===== src/rtl/tzr_pkg.sv =====
`default_nettype none
package tzr_pkg;

  // Input operation codes
  localparam logic [1:0] OP_VTX = 2'd0;
  localparam logic [1:0] OP_WR  = 2'd1;
  localparam logic [1:0] OP_RD  = 2'd2;
  localparam logic [1:0] OP_NOP = 2'd3;

  // Light vector, Q2.14
  localparam logic signed [15:0] LIGHT_X = -16'sd6780;
  localparam logic signed [15:0] LIGHT_Y = 16'sd11300;
  localparam logic signed [15:0] LIGHT_Z = 16'sd9793;

  // Toon scale factors in percent
  localparam logic [6:0] TOON_HI  = 7'd105;
  localparam logic [6:0] TOON_MID = 7'd81;
  localparam logic [6:0] TOON_LO  = 7'd46;

  typedef struct packed {
    logic signed [23:0] x;
    logic signed [23:0] y;
    logic signed [31:0] z;
    logic signed [15:0] nx;
    logic signed [15:0] ny;
    logic signed [15:0] nz;
  } vtx_t;

  // Product groups of the shared multiply-accumulate unit
  typedef enum logic [3:0] {
    MG_DEN, MG_UN, MG_TN, MG_Z, MG_NX, MG_NY, MG_NZ, MG_DOT, MG_LEN
  } mac_grp_e;

  // Capture targets
  typedef enum logic [3:0] {
    CAP_NONE, CAP_DEN, CAP_UN, CAP_TN, CAP_WU, CAP_WT, CAP_Z,
    CAP_NX, CAP_NY, CAP_NZ, CAP_DOT, CAP_LEN
  } cap_e;

  typedef struct packed {
    logic     hold_a;
    logic     hold_b;
    logic     load_c;
    logic     pix_wr;
    logic     pix_rd;
    logic     mul_en;
    logic     acc_load;
    mac_grp_e grp;
    logic [1:0] term;
    cap_e     cap;
    logic     bbox;
    logic     first_px;
    logic     adv_x;
    logic     adv_y;
    logic     idx_calc;
    logic     zrd;
    logic     div_load;
    logic     div_src_t;
    logic     div_step;
    logic     sq_load;
    logic     sq_step;
    logic     shade;
    logic     shade_wr;
  } cmd_t;

  typedef struct packed {
    logic den_zero;
    logic bbox_empty;
    logic outside;
    logic z_fail;
    logic x_last;
    logic y_last;
  } sts_t;

endpackage
`default_nettype wire


===== src/rtl/tzr_ctrl.sv =====
`default_nettype none
module tzr_ctrl
  import tzr_pkg::*;
(
  input  wire logic       clk_i,
  input  wire logic       rst_ni,
  input  wire logic       start_i,
  input  wire logic [1:0] op_i,
  input  wire sts_t       sts_i,
  output logic            busy_o,
  output logic            res_valid_o,
  output cmd_t            cmd_o
);

  typedef enum logic [19:0] {
    S_IDLE  = 20'h00001,
    S_READ  = 20'h00002,
    S_DEN   = 20'h00004,
    S_BBOX  = 20'h00008,
    S_UN    = 20'h00010,
    S_TN    = 20'h00020,
    S_TEST  = 20'h00040,
    S_DIVU  = 20'h00080,
    S_DIVT  = 20'h00100,
    S_DEPTH = 20'h00200,
    S_ZCMP  = 20'h00400,
    S_NX    = 20'h00800,
    S_NY    = 20'h01000,
    S_NZ    = 20'h02000,
    S_DOT   = 20'h04000,
    S_LEN   = 20'h08000,
    S_SQRT  = 20'h10000,
    S_SHADE = 20'h20000,
    S_WRITE = 20'h40000,
    S_NEXT  = 20'h80000
  } state_e;

  state_e     state_q, state_d;
  logic [4:0] cnt_q, cnt_d;
  logic [1:0] vcnt_q, vcnt_d;

  logic       mac_en;
  logic [4:0] mac_n;
  mac_grp_e   mac_grp;
  cap_e       mac_cap;
  state_e     mac_next;

  assign busy_o = (state_q != S_IDLE);

  always_comb begin
    state_d     = state_q;
    cnt_d       = cnt_q + 5'd1;
    vcnt_d      = vcnt_q;
    cmd_o       = '0;
    res_valid_o = 1'b0;
    mac_en      = 1'b0;
    mac_n       = 5'd3;
    mac_grp     = MG_DEN;
    mac_cap     = CAP_NONE;
    mac_next    = S_IDLE;
    unique case (state_q)
      S_IDLE: begin
        cnt_d = '0;
        if (start_i) begin
          unique case (op_i)
            OP_VTX: begin
              if (vcnt_q == 2'd2) begin
                cmd_o.load_c = 1'b1;
                vcnt_d       = '0;
                state_d      = S_DEN;
              end else begin
                cmd_o.hold_a = (vcnt_q == 2'd0);
                cmd_o.hold_b = (vcnt_q != 2'd0);
                vcnt_d       = vcnt_q + 2'd1;
              end
            end
            OP_WR: cmd_o.pix_wr = 1'b1;
            OP_RD: begin
              cmd_o.pix_rd = 1'b1;
              state_d      = S_READ;
            end
            default: ;
          endcase
        end
      end
      S_READ: begin
        res_valid_o = 1'b1;
        state_d     = S_IDLE;
      end
      S_DEN: begin
        mac_en   = 1'b1;
        mac_n    = 5'd2;
        mac_grp  = MG_DEN;
        mac_cap  = CAP_DEN;
        mac_next = sts_i.den_zero ? S_IDLE : S_BBOX;
      end
      S_BBOX: begin
        if (cnt_q == 5'd0) begin
          cmd_o.bbox = 1'b1;
        end else begin
          cnt_d = '0;
          if (sts_i.bbox_empty) begin
            state_d = S_IDLE;
          end else begin
            cmd_o.first_px = 1'b1;
            state_d        = S_UN;
          end
        end
      end
      S_UN: begin
        cmd_o.idx_calc = (cnt_q == 5'd0);
        mac_en   = 1'b1;
        mac_n    = 5'd2;
        mac_grp  = MG_UN;
        mac_cap  = CAP_UN;
        mac_next = S_TN;
      end
      S_TN: begin
        mac_en   = 1'b1;
        mac_n    = 5'd2;
        mac_grp  = MG_TN;
        mac_cap  = CAP_TN;
        mac_next = S_TEST;
      end
      S_TEST: begin
        cnt_d   = '0;
        state_d = sts_i.outside ? S_NEXT : S_DIVU;
      end
      S_DIVU, S_DIVT: begin
        cmd_o.div_src_t = (state_q == S_DIVT);
        if (cnt_q == 5'd0) begin
          cmd_o.div_load = 1'b1;
        end else if (cnt_q <= 5'd17) begin
          cmd_o.div_step = 1'b1;
        end else begin
          cmd_o.cap = (state_q == S_DIVT) ? CAP_WT : CAP_WU;
          cnt_d     = '0;
          state_d   = (state_q == S_DIVT) ? S_DEPTH : S_DIVT;
        end
      end
      S_DEPTH: begin
        cmd_o.zrd = (cnt_q == 5'd0);
        mac_en   = 1'b1;
        mac_grp  = MG_Z;
        mac_cap  = CAP_Z;
        mac_next = S_ZCMP;
      end
      S_ZCMP: begin
        cnt_d   = '0;
        state_d = sts_i.z_fail ? S_NEXT : S_NX;
      end
      S_NX: begin
        mac_en   = 1'b1;
        mac_grp  = MG_NX;
        mac_cap  = CAP_NX;
        mac_next = S_NY;
      end
      S_NY: begin
        mac_en   = 1'b1;
        mac_grp  = MG_NY;
        mac_cap  = CAP_NY;
        mac_next = S_NZ;
      end
      S_NZ: begin
        mac_en   = 1'b1;
        mac_grp  = MG_NZ;
        mac_cap  = CAP_NZ;
        mac_next = S_DOT;
      end
      S_DOT: begin
        mac_en   = 1'b1;
        mac_grp  = MG_DOT;
        mac_cap  = CAP_DOT;
        mac_next = S_LEN;
      end
      S_LEN: begin
        mac_en   = 1'b1;
        mac_grp  = MG_LEN;
        mac_cap  = CAP_LEN;
        mac_next = S_SQRT;
      end
      S_SQRT: begin
        if (cnt_q == 5'd0) begin
          cmd_o.sq_load = 1'b1;
        end else if (cnt_q <= 5'd16) begin
          cmd_o.sq_step = 1'b1;
        end else begin
          cnt_d   = '0;
          state_d = S_SHADE;
        end
      end
      S_SHADE: begin
        cmd_o.shade = 1'b1;
        cnt_d       = '0;
        state_d     = S_WRITE;
      end
      S_WRITE: begin
        cmd_o.shade_wr = 1'b1;
        cnt_d          = '0;
        state_d        = S_NEXT;
      end
      S_NEXT: begin
        cnt_d = '0;
        if (!sts_i.x_last) begin
          cmd_o.adv_x = 1'b1;
          state_d     = S_UN;
        end else if (!sts_i.y_last) begin
          cmd_o.adv_y = 1'b1;
          state_d     = S_UN;
        end else begin
          state_d = S_IDLE;
        end
      end
      default: begin
        state_d = S_IDLE;
        cnt_d   = '0;
      end
    endcase

    // issue one product a cycle, capture once the last sum has landed
    if (mac_en) begin
      cmd_o.grp      = mac_grp;
      cmd_o.term     = cnt_q[1:0];
      cmd_o.mul_en   = (cnt_q < mac_n);
      cmd_o.acc_load = (cnt_q == 5'd0);
      if (cnt_q == mac_n + 5'd1) begin
        cmd_o.cap = mac_cap;
        cnt_d     = '0;
        state_d   = mac_next;
      end
    end
  end

  always_ff @(posedge clk_i or negedge rst_ni) begin
    if (!rst_ni) begin
      state_q <= S_IDLE;
      cnt_q   <= '0;
      vcnt_q  <= '0;
    end else begin
      state_q <= state_d;
      cnt_q   <= cnt_d;
      vcnt_q  <= vcnt_d;
    end
  end

endmodule
`default_nettype wire


===== config.mk =====
export PLATFORM = sky130hd
export DESIGN_NAME = tzr_ctrl
export DESIGN_NICKNAME = d
export VERILOG_FILES = /design/src/rtl/tzr_pkg.sv /design/src/rtl/tzr_ctrl.sv
export SDC_FILE = /design/constraint.sdc
export NUM_CORES = 1
export LEC_CHECK = 0
export BUFFER_PORTS_ARGS = -buffer_cell sky130_fd_sc_hd__buf_2
export CELL_PAD_IN_SITES_DETAIL_PLACEMENT = 1
export CELL_PAD_IN_SITES_GLOBAL_PLACEMENT = 2
export CORE_MARGIN = 5
export CORE_UTILIZATION = 36
export DETAILED_ROUTE_END_ITERATION = 7
export PLACE_DENSITY_LB_ADDON = 0.1
export SETUP_SLACK_MARGIN = 0.2
export SYNTH_ARGS = -nofsm -noshare
export SYNTH_HDL_FRONTEND = slang
export SYNTH_SLANG_ARGS = --single-unit

===== constraint.sdc =====
create_clock -name clk_i -period 6.7 [get_ports clk_i]
set_clock_uncertainty 0.15 [all_clocks]
set_input_delay 0.67 -clock clk_i [delete_from_list [all_inputs] [get_ports clk_i]]
set_output_delay 0.67 -clock clk_i [all_outputs]
set_load 0.05 [all_outputs]

==> flow_metrics.env, run 1 <==
export IMPL_outcome="complete, no violations"
export IMPL_synth_nets=264
export IMPL_avgSynthCellArea_um2=8.96
export IMPL_drc=0
export IMPL_routed_via_density=5.65
export IMPL_grt_usage=0.174
export IMPL_ys_ff_latch=27
export IMPL_drt_wl_total_mm=6.38
export IMPL_finalInstanceArea_um2=2500
export IMPL_tritoncts="built"
export IMPL_num_vias=2029
export IMPL_grt_max_degree=28
export IMPL_p_leak_nw=1.23
export IMPL_cts_resized=0
export IMPL_numClockSinks=27
export IMPL_finalSetupViolCount=0
export IMPL_grt_pass1_wl_mm=10.7
export IMPL_gr_total_overflow=0
export IMPL_finalMaxSlewViolations=0
export IMPL_syn_area_um2=2210
export IMPL_portBuffers=42
export IMPL_finalHoldViolCount=0
export IMPL_worstSetupEndpointType="output port"
export IMPL_maxSlewHeadroom=0.471
export IMPL_critPathTopFamily="simple AND/OR/NAND/NOR gates"
export IMPL_cp_start_kind="flip-flop"
export IMPL_hp_class="in2async"
export IMPL_critPathBufInv=1
export IMPL_post_cts_setup_buffer_count=0
export IMPL_post_dp_cell_area_um2=2460
export IMPL_synth_top_cells_by_area="dfrtp_1 29%, nor2_1 6.3%, ha_1 3.4%"
export IMPL_die_h_um=88.4
export IMPL_synth_top_cell_by_area="dfrtp_1"
export IMPL_grt_pass1_vias=2099
export IMPL_crit_path_max_incr_delay_ns=0.61
export IMPL_maxCapViolations=0
export IMPL_cts_root_buf="clkbuf_8"
export IMPL_n_fill_cell=751
export IMPL_hold_buffers=0
export IMPL_async_flop_share=1.00
export IMPL_diodes=0
export IMPL_critPathArrivalTime_ns=3.71
export IMPL_io_pins=43
export IMPL_numCtsBuffers=3
export IMPL_detail_route_antenna_nets=0
export IMPL_drtIter0Drc=101
export IMPL_dieArea_um2=7820
export IMPL_wire_per_inst_um=17.8
export IMPL_tns_ns=0
export IMPL_fmax_ghz=0.221
export IMPL_place_ws_ns=2.49
export IMPL_insertion_delay_ns=0.27
export IMPL_mostFrequentLayoutCells="42 x buf_2, 37 x nor2_1, 26 x dfrtp_1"
export IMPL_rrSetupSlack_ns=3.25
export IMPL_synthFlopType="dfrtp_1"
export IMPL_crit_fanout=11
export IMPL_cts_max_level=1
export IMPL_critical_path_cell_count=9
export IMPL_dp_hpwl_mm=5.09
export IMPL_final_nets=302
export IMPL_finalCritPeriodShare=0.676
export IMPL_clk_pin_slew_ns=0.10
export IMPL_synth_top_area_share=0.294
export IMPL_drtPass1Iterations=4
export IMPL_ff2ff_path_depth=8
export IMPL_yosysWarnings=0
export IMPL_synthCells=247
export IMPL_cts_path_max_buffers=2
export IMPL_crit_path_top_delay_cell="nor4_2"
export IMPL_final_common_cell="buf_2"
export IMPL_start_util=0.372
export IMPL_worst_pin_slew_ns=0.782
export IMPL_final_layout_size_suffix_gt1_frac=0.271
export IMPL_rows=28
export IMPL_ys_seq_area_frac=0.306
export IMPL_synth_enable_flop_cells=0
export IMPL_yosysUniqueCellTypes=65
export IMPL_area_delta_synth_final_pct=13.0
export IMPL_core_um2=5960
export IMPL_gp_congestion=0.881
export IMPL_required_ns=5.88
export IMPL_power_density_nw_per_um2=179
export IMPL_grt_setup_unrepaired="false"
export IMPL_ir_drop_v=0.0000964
export IMPL_grt_antenna_before_repair=0
export IMPL_fp_dieW_um=88.4
export IMPL_post_route_min_period_ns=4.53
export IMPL_critical_path_class="reg2out"
export IMPL_crit_chain="nor4_2, and4_2, a22oi_4, ha_1, nor4_1, nand2b_4, nand2_1, mux2_2, buf_2"
export IMPL_layout_setup_ws_ns=2.17
cell usage after synthesis, types with 5 or more instances:
| cell | instances |
|---|---|
| nor2_1 | 37 |
| dfrtp_1 | 26 |
| nand2_1 | 17 |
| nor3_1 | 13 |
| inv_1 | 12 |
| nand3_1 | 9 |
| a21oi_1 | 7 |
| nand2b_1 | 7 |
| o21ai_0 | 7 |
| ha_1 | 6 |
| and2_1 | 5 |
| nand3b_1 | 5 |
| xor2_1 | 5 |
kinds of logic after synthesis:
logic type / after synthesis / synth area share
simple gates: 141 / 0.407
compound gates: 39 / 0.150
flops: 27 / 0.306
buf+inv: 21 / 0.0480
xor+xnor: 9 / 0.0356
fa+ha+maj: 6 / 0.0339
mux: 4 / 0.0192
area by class of cell:
| type | instances | area (µm²) | share of cell area |
|---|---|---|---|
| Sequential cell | 27 | 677 | 0.271 |
| Multi-Input combinational cell | 199 | 1430 | 0.572 |
| Timing Repair Buffer | 42 | 210 | 0.0840 |
| Tap cell | 75 | 93.8 | 0.0375 |
| Clock buffer | 4 | 45.0 | 0.0180 |
| Inverter | 12 | 45.0 | 0.0180 |
state kept, by name, summed over array words and instances, names as in the netlist:
signal / cells
vcnt_q: 2
cnt_q: 5
state_q: 20
final timing paths:
kind | from | to
max | state_q[13] | cmd_o[13]
max in group asynchronous | rst_ni | cnt_q[4]
min in group clk_i | vcnt_q[0] | vcnt_q[0]
min | rst_ni | vcnt_q[0]
max reg2reg | state_q[13] | state_q[11]
min reg2reg | vcnt_q[0] | vcnt_q[0]
layer usage:
metal	global-route usage	routed length, µm	part of all wire
met4	0.0563	147	0.023
met3	0.0223	247	0.039
met1	0.240	3100	0.48
met2	0.283	2890	0.45
met5	0	0	0
power breakdown:
part	total, mW	internal, mW	switching [mW]
logic	0.158	0.0505	0.108
clock network	0.0975	0.0427	0.0548
registers	0.191	0.175	0.0158
per-stage QoR:
step	std cells	util	hold slack [ns]	total power [mW]
2_1_floorplan	247	-	0.224	0.310
3_3_place_gp	355	0.412	0.373	0.356
3_5_place_dp	355	0.412	0.369	0.355
4_1_cts	359	0.420	0.278	0.455
5_1_grt	359	0.420	0.317	0.477
6_report	359	0.420	0.259	0.447
Power figures use the tool's default switching activity.
==> run 2, diff against run 1 <==
--- a/config.mk
+++ b/config.mk
@@ -9,7 +9,7 @@
 export CELL_PAD_IN_SITES_DETAIL_PLACEMENT = 1
 export CELL_PAD_IN_SITES_GLOBAL_PLACEMENT = 2
 export CORE_MARGIN = 5
-export CORE_UTILIZATION = 36
+export CORE_UTILIZATION = 33
 export DETAILED_ROUTE_END_ITERATION = 7
 export PLACE_DENSITY_LB_ADDON = 0.1
 export SETUP_SLACK_MARGIN = 0.2
==> constraint.sdc (replaced) <==
create_clock -name clk_i -period 4.5 [get_ports clk_i]
set_clock_uncertainty 0.15 [all_clocks]
set_input_delay 0.45 -clock clk_i [delete_from_list [all_inputs] [get_ports clk_i]]
set_output_delay 0.45 -clock clk_i [all_outputs]
set_load 0.05 [all_outputs]
==> run 2 against run 1 <==
Critical path depth stayed put; sequential share of layout area is 0.50 points lower; clock power is 51% higher; critical path type unchanged.
==> flow_metrics.env, run 2 (synthesis gave the netlist of run 1 again) <==
export IMPL_area_delta_synth_final_pct=15.1
export IMPL_final_cells=363
export IMPL_dieArea_um2=8440
export IMPL_finalHoldViolCount=0
export IMPL_post_route_min_period_ns=4.02
export IMPL_start_util=0.345
export IMPL_cts_path_max_buffers=2
export IMPL_power_density_nw_per_um2=263
export IMPL_numCtsBuffers=3
export IMPL_die_h_um=91.9
export IMPL_p_comb_frac=0.355
export IMPL_grt_usage=0.161
export IMPL_grt_pass1_wl_mm=11.0
export IMPL_num_vias=2005
export IMPL_outcome="complete, no violations"
export IMPL_drc=0
export IMPL_gr_total_overflow=0
export IMPL_core_um2=6420
export IMPL_fin_total_pwr_uw=670
export IMPL_clk_pin_slew_ns=0.10
export IMPL_finalCritPeriodShare=0.893
export IMPL_fp_dieW_um=91.9
export IMPL_numClockSinks=27
export IMPL_tritoncts="built"
export IMPL_grt_antenna_before_repair=0
export IMPL_crit_fanout=11
export IMPL_final_common_cell="buf_2"
export IMPL_maxSlewHeadroom=0.496
export IMPL_portBuffers=42
export IMPL_ir_drop_v=0.000131
export IMPL_sw_frac_of_total=0.405
export IMPL_cp_start_kind="flip-flop"
export IMPL_gp_congestion=0.868
export IMPL_placedCellCount=358
export IMPL_insertion_delay_ns=0.28
export IMPL_clkPwrFrac=0.220
export IMPL_grt_pass1_vias=2077
export IMPL_largest_reg_flops=20
export IMPL_critical_path_class="reg2out"
export IMPL_finalSetupViolCount=0
export IMPL_whs_ns=0.0321
export IMPL_drt_wl_total_mm=6.72
export IMPL_fmax_ghz=0.249
export IMPL_cts_root_buf="clkbuf_8"
export IMPL_rows=29
export IMPL_io_pins=43
export IMPL_cts_max_level=1
export IMPL_routed_via_density=5.52
export IMPL_grt_max_degree=28
export IMPL_drtPass1Iterations=4
export IMPL_finalMaxSlewViolations=0
export IMPL_rrSetupSlack_ns=1.35
export IMPL_dp_hpwl_mm=5.25
export IMPL_final_nets=304
export IMPL_critPathArrivalTime_ns=3.42
export IMPL_switchingPower_uw=271
export IMPL_required_ns=3.90
export IMPL_worstSetupEndpointType="output port"
export IMPL_diodes=0
export IMPL_p_int_uw=399
export IMPL_detail_route_antenna_nets=0
export IMPL_p_leak_nw=1.26
export IMPL_post_route_util=0.397
export IMPL_hp_class="in2async"
export IMPL_hold_buffers=0
export IMPL_wire_per_inst_um=18.5
export IMPL_final_layout_size_suffix_gt1_frac=0.287
export IMPL_mostFrequentLayoutCells="42 x buf_2, 37 x nor2_1, 26 x dfrtp_1"
export IMPL_largest_register="state_q"
export IMPL_worst_pin_slew_ns=0.746
export IMPL_drtIter0Drc=105
export IMPL_tns_ns=0
export IMPL_seqPwrFrac=0.425
export IMPL_reg_largest_list="state_q (20), cnt_q (5), vcnt_q (2)"
export IMPL_ff2ff_path_depth=8
export IMPL_grt_setup_unrepaired="false"
export IMPL_maxCapViolations=0
run 2: worst paths after layout:
path                        startpoint           to
max                        state_q[13]    cmd_o[13]
min                             rst_ni  state_q[18]
max reg2reg                state_q[13]  state_q[11]
min reg2reg                  vcnt_q[0]    vcnt_q[0]
max in group asynchronous       rst_ni     cnt_q[0]
min in group clk_i            sts_i[5]   state_q[3]
run 2: per-layer routing:
| layer | share of wire | global-route usage | vias up |
|---|---|---|---|
| li1 | - | - | 981 |
| met1 | 0.48 | 0.214 | 988 |
| met2 | 0.48 | 0.276 | 28 |
| met3 | 0.024 | 0.0262 | 8 |
| met4 | 0.012 | 0.0359 | 0 |
| met5 | 0 | 0 | - |
run 2: what timing repair did:
item	4_1_cts	5_1_grt
pin swaps	0	1
buffers inserted	0	1
resized for setup	1	3
hold endpoints to repair	0	0
endpoints found under the setup margin	1	3
run 2: per-stage QoR:
step | area [µm²] | setup slack (ns)
6_report | 2550 | 0.480
5_1_grt | 2550 | 0.279
4_1_cts | 2520 | 0.243
3_5_place_dp | 2470 | 0.496
3_3_place_gp | 2470 | 0.604
2_1_floorplan | 2210 | 0.574
run 2: worst max-delay path, cell delays in order (launching register included):
cell and delay, ns:
dfrtp_1 0.54, nor4_4 0.44, and4_2 0.38, a22oi_4 0.12
ha_1 0.35, nor4_2 0.40, nand2b_4 0.13, nand2_1 0.20
mux2_2 0.35, buf_2 0.21
run 2: layout make-up:
class                      count  area, µm²
clock inverter                 1       5.00
sequential                    27        677
timing repair buffer          44        225
fill                         760       3870
tap                           77       96.3
multi-input combinational    199       1460
inverter                      12       45.0
clock buffer                   3       41.3
run 2: power groups by stage:
stage          clock, mW  sequential (mW)  combinational, mW
4_1_cts            0.153            0.285              0.240
6_report           0.147            0.285              0.238
3_5_place_dp           0            0.291              0.239
5_1_grt            0.166            0.288              0.261
3_3_place_gp           0            0.290              0.239
2_1_floorplan          0            0.284              0.178
==> run 3, diff against run 2 <==
--- a/config.mk
+++ b/config.mk
@@ -11,6 +11,8 @@
 export CORE_MARGIN = 5
 export CORE_UTILIZATION = 33
 export DETAILED_ROUTE_END_ITERATION = 7
+export GPL_TIMING_DRIVEN = 0
+export HOLD_SLACK_MARGIN = 0.12
 export PLACE_DENSITY_LB_ADDON = 0.1
 export SETUP_SLACK_MARGIN = 0.2
 export SYNTH_ARGS = -nofsm -noshare
==> run 3 against run 2 <==
Hold slack gained 0.21 ns; non-clock buffer count grew 14; count of clock-buffer cells in the layout increased by 1; register-to-register slack about the same; clock power is essentially flat; wire length fell by 0.19%; total power increased by 0.47%; critical path type unchanged.
==> flow_metrics.env, run 3 (synthesis gave the netlist of run 1 again) <==
export IMPL_outcome="complete, no violations"
export IMPL_worstSetupStartpoint="state_q[12]"
export IMPL_cpMostUsedCell="buf_6"
export IMPL_drtPass1Iterations=4
export IMPL_cts_root_buf="clkbuf_8"
export IMPL_critPathTopFamily="simple AND/OR/NAND/NOR gates"
export IMPL_drc=0
export IMPL_core_um2=6420
export IMPL_r2r_start="state_q[12]"
export IMPL_tritoncts="built"
export IMPL_detail_route_antenna_nets=0
export IMPL_cp_start_kind="flip-flop"
export IMPL_cts_max_level=1
export IMPL_power_density_nw_per_um2=252
export IMPL_grt_pass1_vias=2221
export IMPL_clkPwrFrac=0.220
export IMPL_p_leak_nw=1.32
export IMPL_ir_drop_v=0.000136
export IMPL_sw_frac_of_total=0.405
export IMPL_reg_largest_list="state_q (20), cnt_q (5), vcnt_q (2)"
export IMPL_crit_path_top_delay_cell="dfrtp_1"
export IMPL_io_pins=43
export IMPL_dieArea_um2=8440
export IMPL_required_ns=3.90
export IMPL_portBuffers=42
export IMPL_clk_pin_slew_ns=0.09
export IMPL_num_vias=2069
export IMPL_critPathArrivalTime_ns=3.42
export IMPL_final_cells=377
export IMPL_area_delta_synth_final_pct=20.6
export IMPL_hold_start="sts_i[5]"
export IMPL_layout_setup_ws_ns=0.481
export IMPL_cts_path_max_buffers=2
export IMPL_crit_path_max_incr_delay_ns=0.40
export IMPL_largest_reg_flops=20
export IMPL_maxSlewHeadroom=0.530
export IMPL_finalMaxSlewViolations=0
export IMPL_crit_fanout=10
export IMPL_insertion_delay_ns=0.28
export IMPL_switchingPower_uw=273
export IMPL_crit_chain="buf_6, nor4_4, and4_2, a22oi_4, ha_1, nor3_2, o2111ai_2, and2_4, buf_6, o32ai_1, clkbuf_4"
export IMPL_drtIter0Drc=64
export IMPL_final_nets=318
export IMPL_finalSetupViolCount=0
export IMPL_grt_usage=0.165
export IMPL_fmax_ghz=0.249
export IMPL_finalCritPeriodShare=0.893
export IMPL_finalHoldViolCount=0
export IMPL_fp_dieW_um=91.9
export IMPL_worst_pin_slew_ns=0.705
export IMPL_routed_via_density=5.49
export IMPL_worstSetupEndpointType="output port"
export IMPL_critical_path_class="reg2out"
export IMPL_grt_max_degree=28
export IMPL_seqPwrFrac=0.423
export IMPL_final_common_cell="buf_2"
export IMPL_post_route_min_period_ns=4.02
export IMPL_largest_register="state_q"
export IMPL_rows=29
export IMPL_n_fill_cell=772
export IMPL_gp_congestion=0.814
export IMPL_p_int_uw=401
export IMPL_diodes=0
export IMPL_p_comb_frac=0.358
export IMPL_gr_total_overflow=0
export IMPL_final_layout_size_suffix_gt1_frac=0.307
export IMPL_critPathBufInv=3
export IMPL_start_util=0.345
export IMPL_wire_per_inst_um=17.8
export IMPL_drt_wl_total_mm=6.71
export IMPL_grt_pass1_wl_mm=11.4
export IMPL_grt_antenna_before_repair=0
export IMPL_maxCapViolations=0
export IMPL_die_h_um=91.9
export IMPL_dp_hpwl_mm=5.14
export IMPL_grt_setup_unrepaired="false"
export IMPL_tns_ns=0
export IMPL_hp_class="in2reg"
export IMPL_place_ws_ns=0.306
export IMPL_numCtsBuffers=3
export IMPL_numClockSinks=27
export IMPL_placedCellCount=366
export IMPL_mostFrequentLayoutCells="45 x buf_2, 37 x nor2_1, 26 x dfrtp_1"
## run 3: layout make-up
class	count	area, µm²	area share
plain buffers	9	61.3	0.0230
well taps	77	96.3	0.0361
inverters	12	45.0	0.0169
flip-flops and latches	27	677	0.254
clock buffers	4	45.0	0.0169
repair buffers	49	268	0.100
multi-input cells	199	1480	0.553
## run 3: final timing paths
path | to | slack (ns) | depth (start not counted)
worst max-delay path | cmd_o[15] | 0.48 | 11
worst min-delay path | state_q[3] | 0.24 | 2
worst max register to register | state_q[13] | 1.34 | 10
worst min register to register | vcnt_q[0] | 0.38 | 2
max in group asynchronous | cnt_q[2] | 3.19 | 2
min in group asynchronous | state_q[18] | 0.57 | 2
## run 3: metal layers
metal  wire length, µm  GRT usage
met5                 0          0
met4                72     0.0347
met3               214     0.0295
met2              3170      0.276
met1              3250      0.225
## run 3: power groups by stage
stage,sequential (mW),clock [mW],combinational (mW)
5_1_grt,0.289,0.163,0.268
3_3_place_gp,0.290,0,0.240
3_5_place_dp,0.290,0,0.240
2_1_floorplan,0.284,0,0.178
4_1_cts,0.285,0.158,0.242
6_report,0.285,0.148,0.241
## run 3: what timing repair did
item	4_1_cts	5_1_grt
hold buffers	1	0
pin swaps	1	3
resized for setup	4	3
hold endpoints to repair	26	0
setup endpoints to repair	3	3
buffers inserted	2	4
## run 3: through the flow
stage	hold WS (ns)	util	total power, mW	instance area [µm²]
2_1_floorplan	0.00441	-	0.462	2210
3_3_place_gp	0.363	0.392	0.530	2520
3_5_place_dp	0.365	0.392	0.531	2520
4_1_cts	0.225	0.408	0.686	2620
5_1_grt	0.227	0.416	0.721	2670
6_report	0.238	0.416	0.673	2670
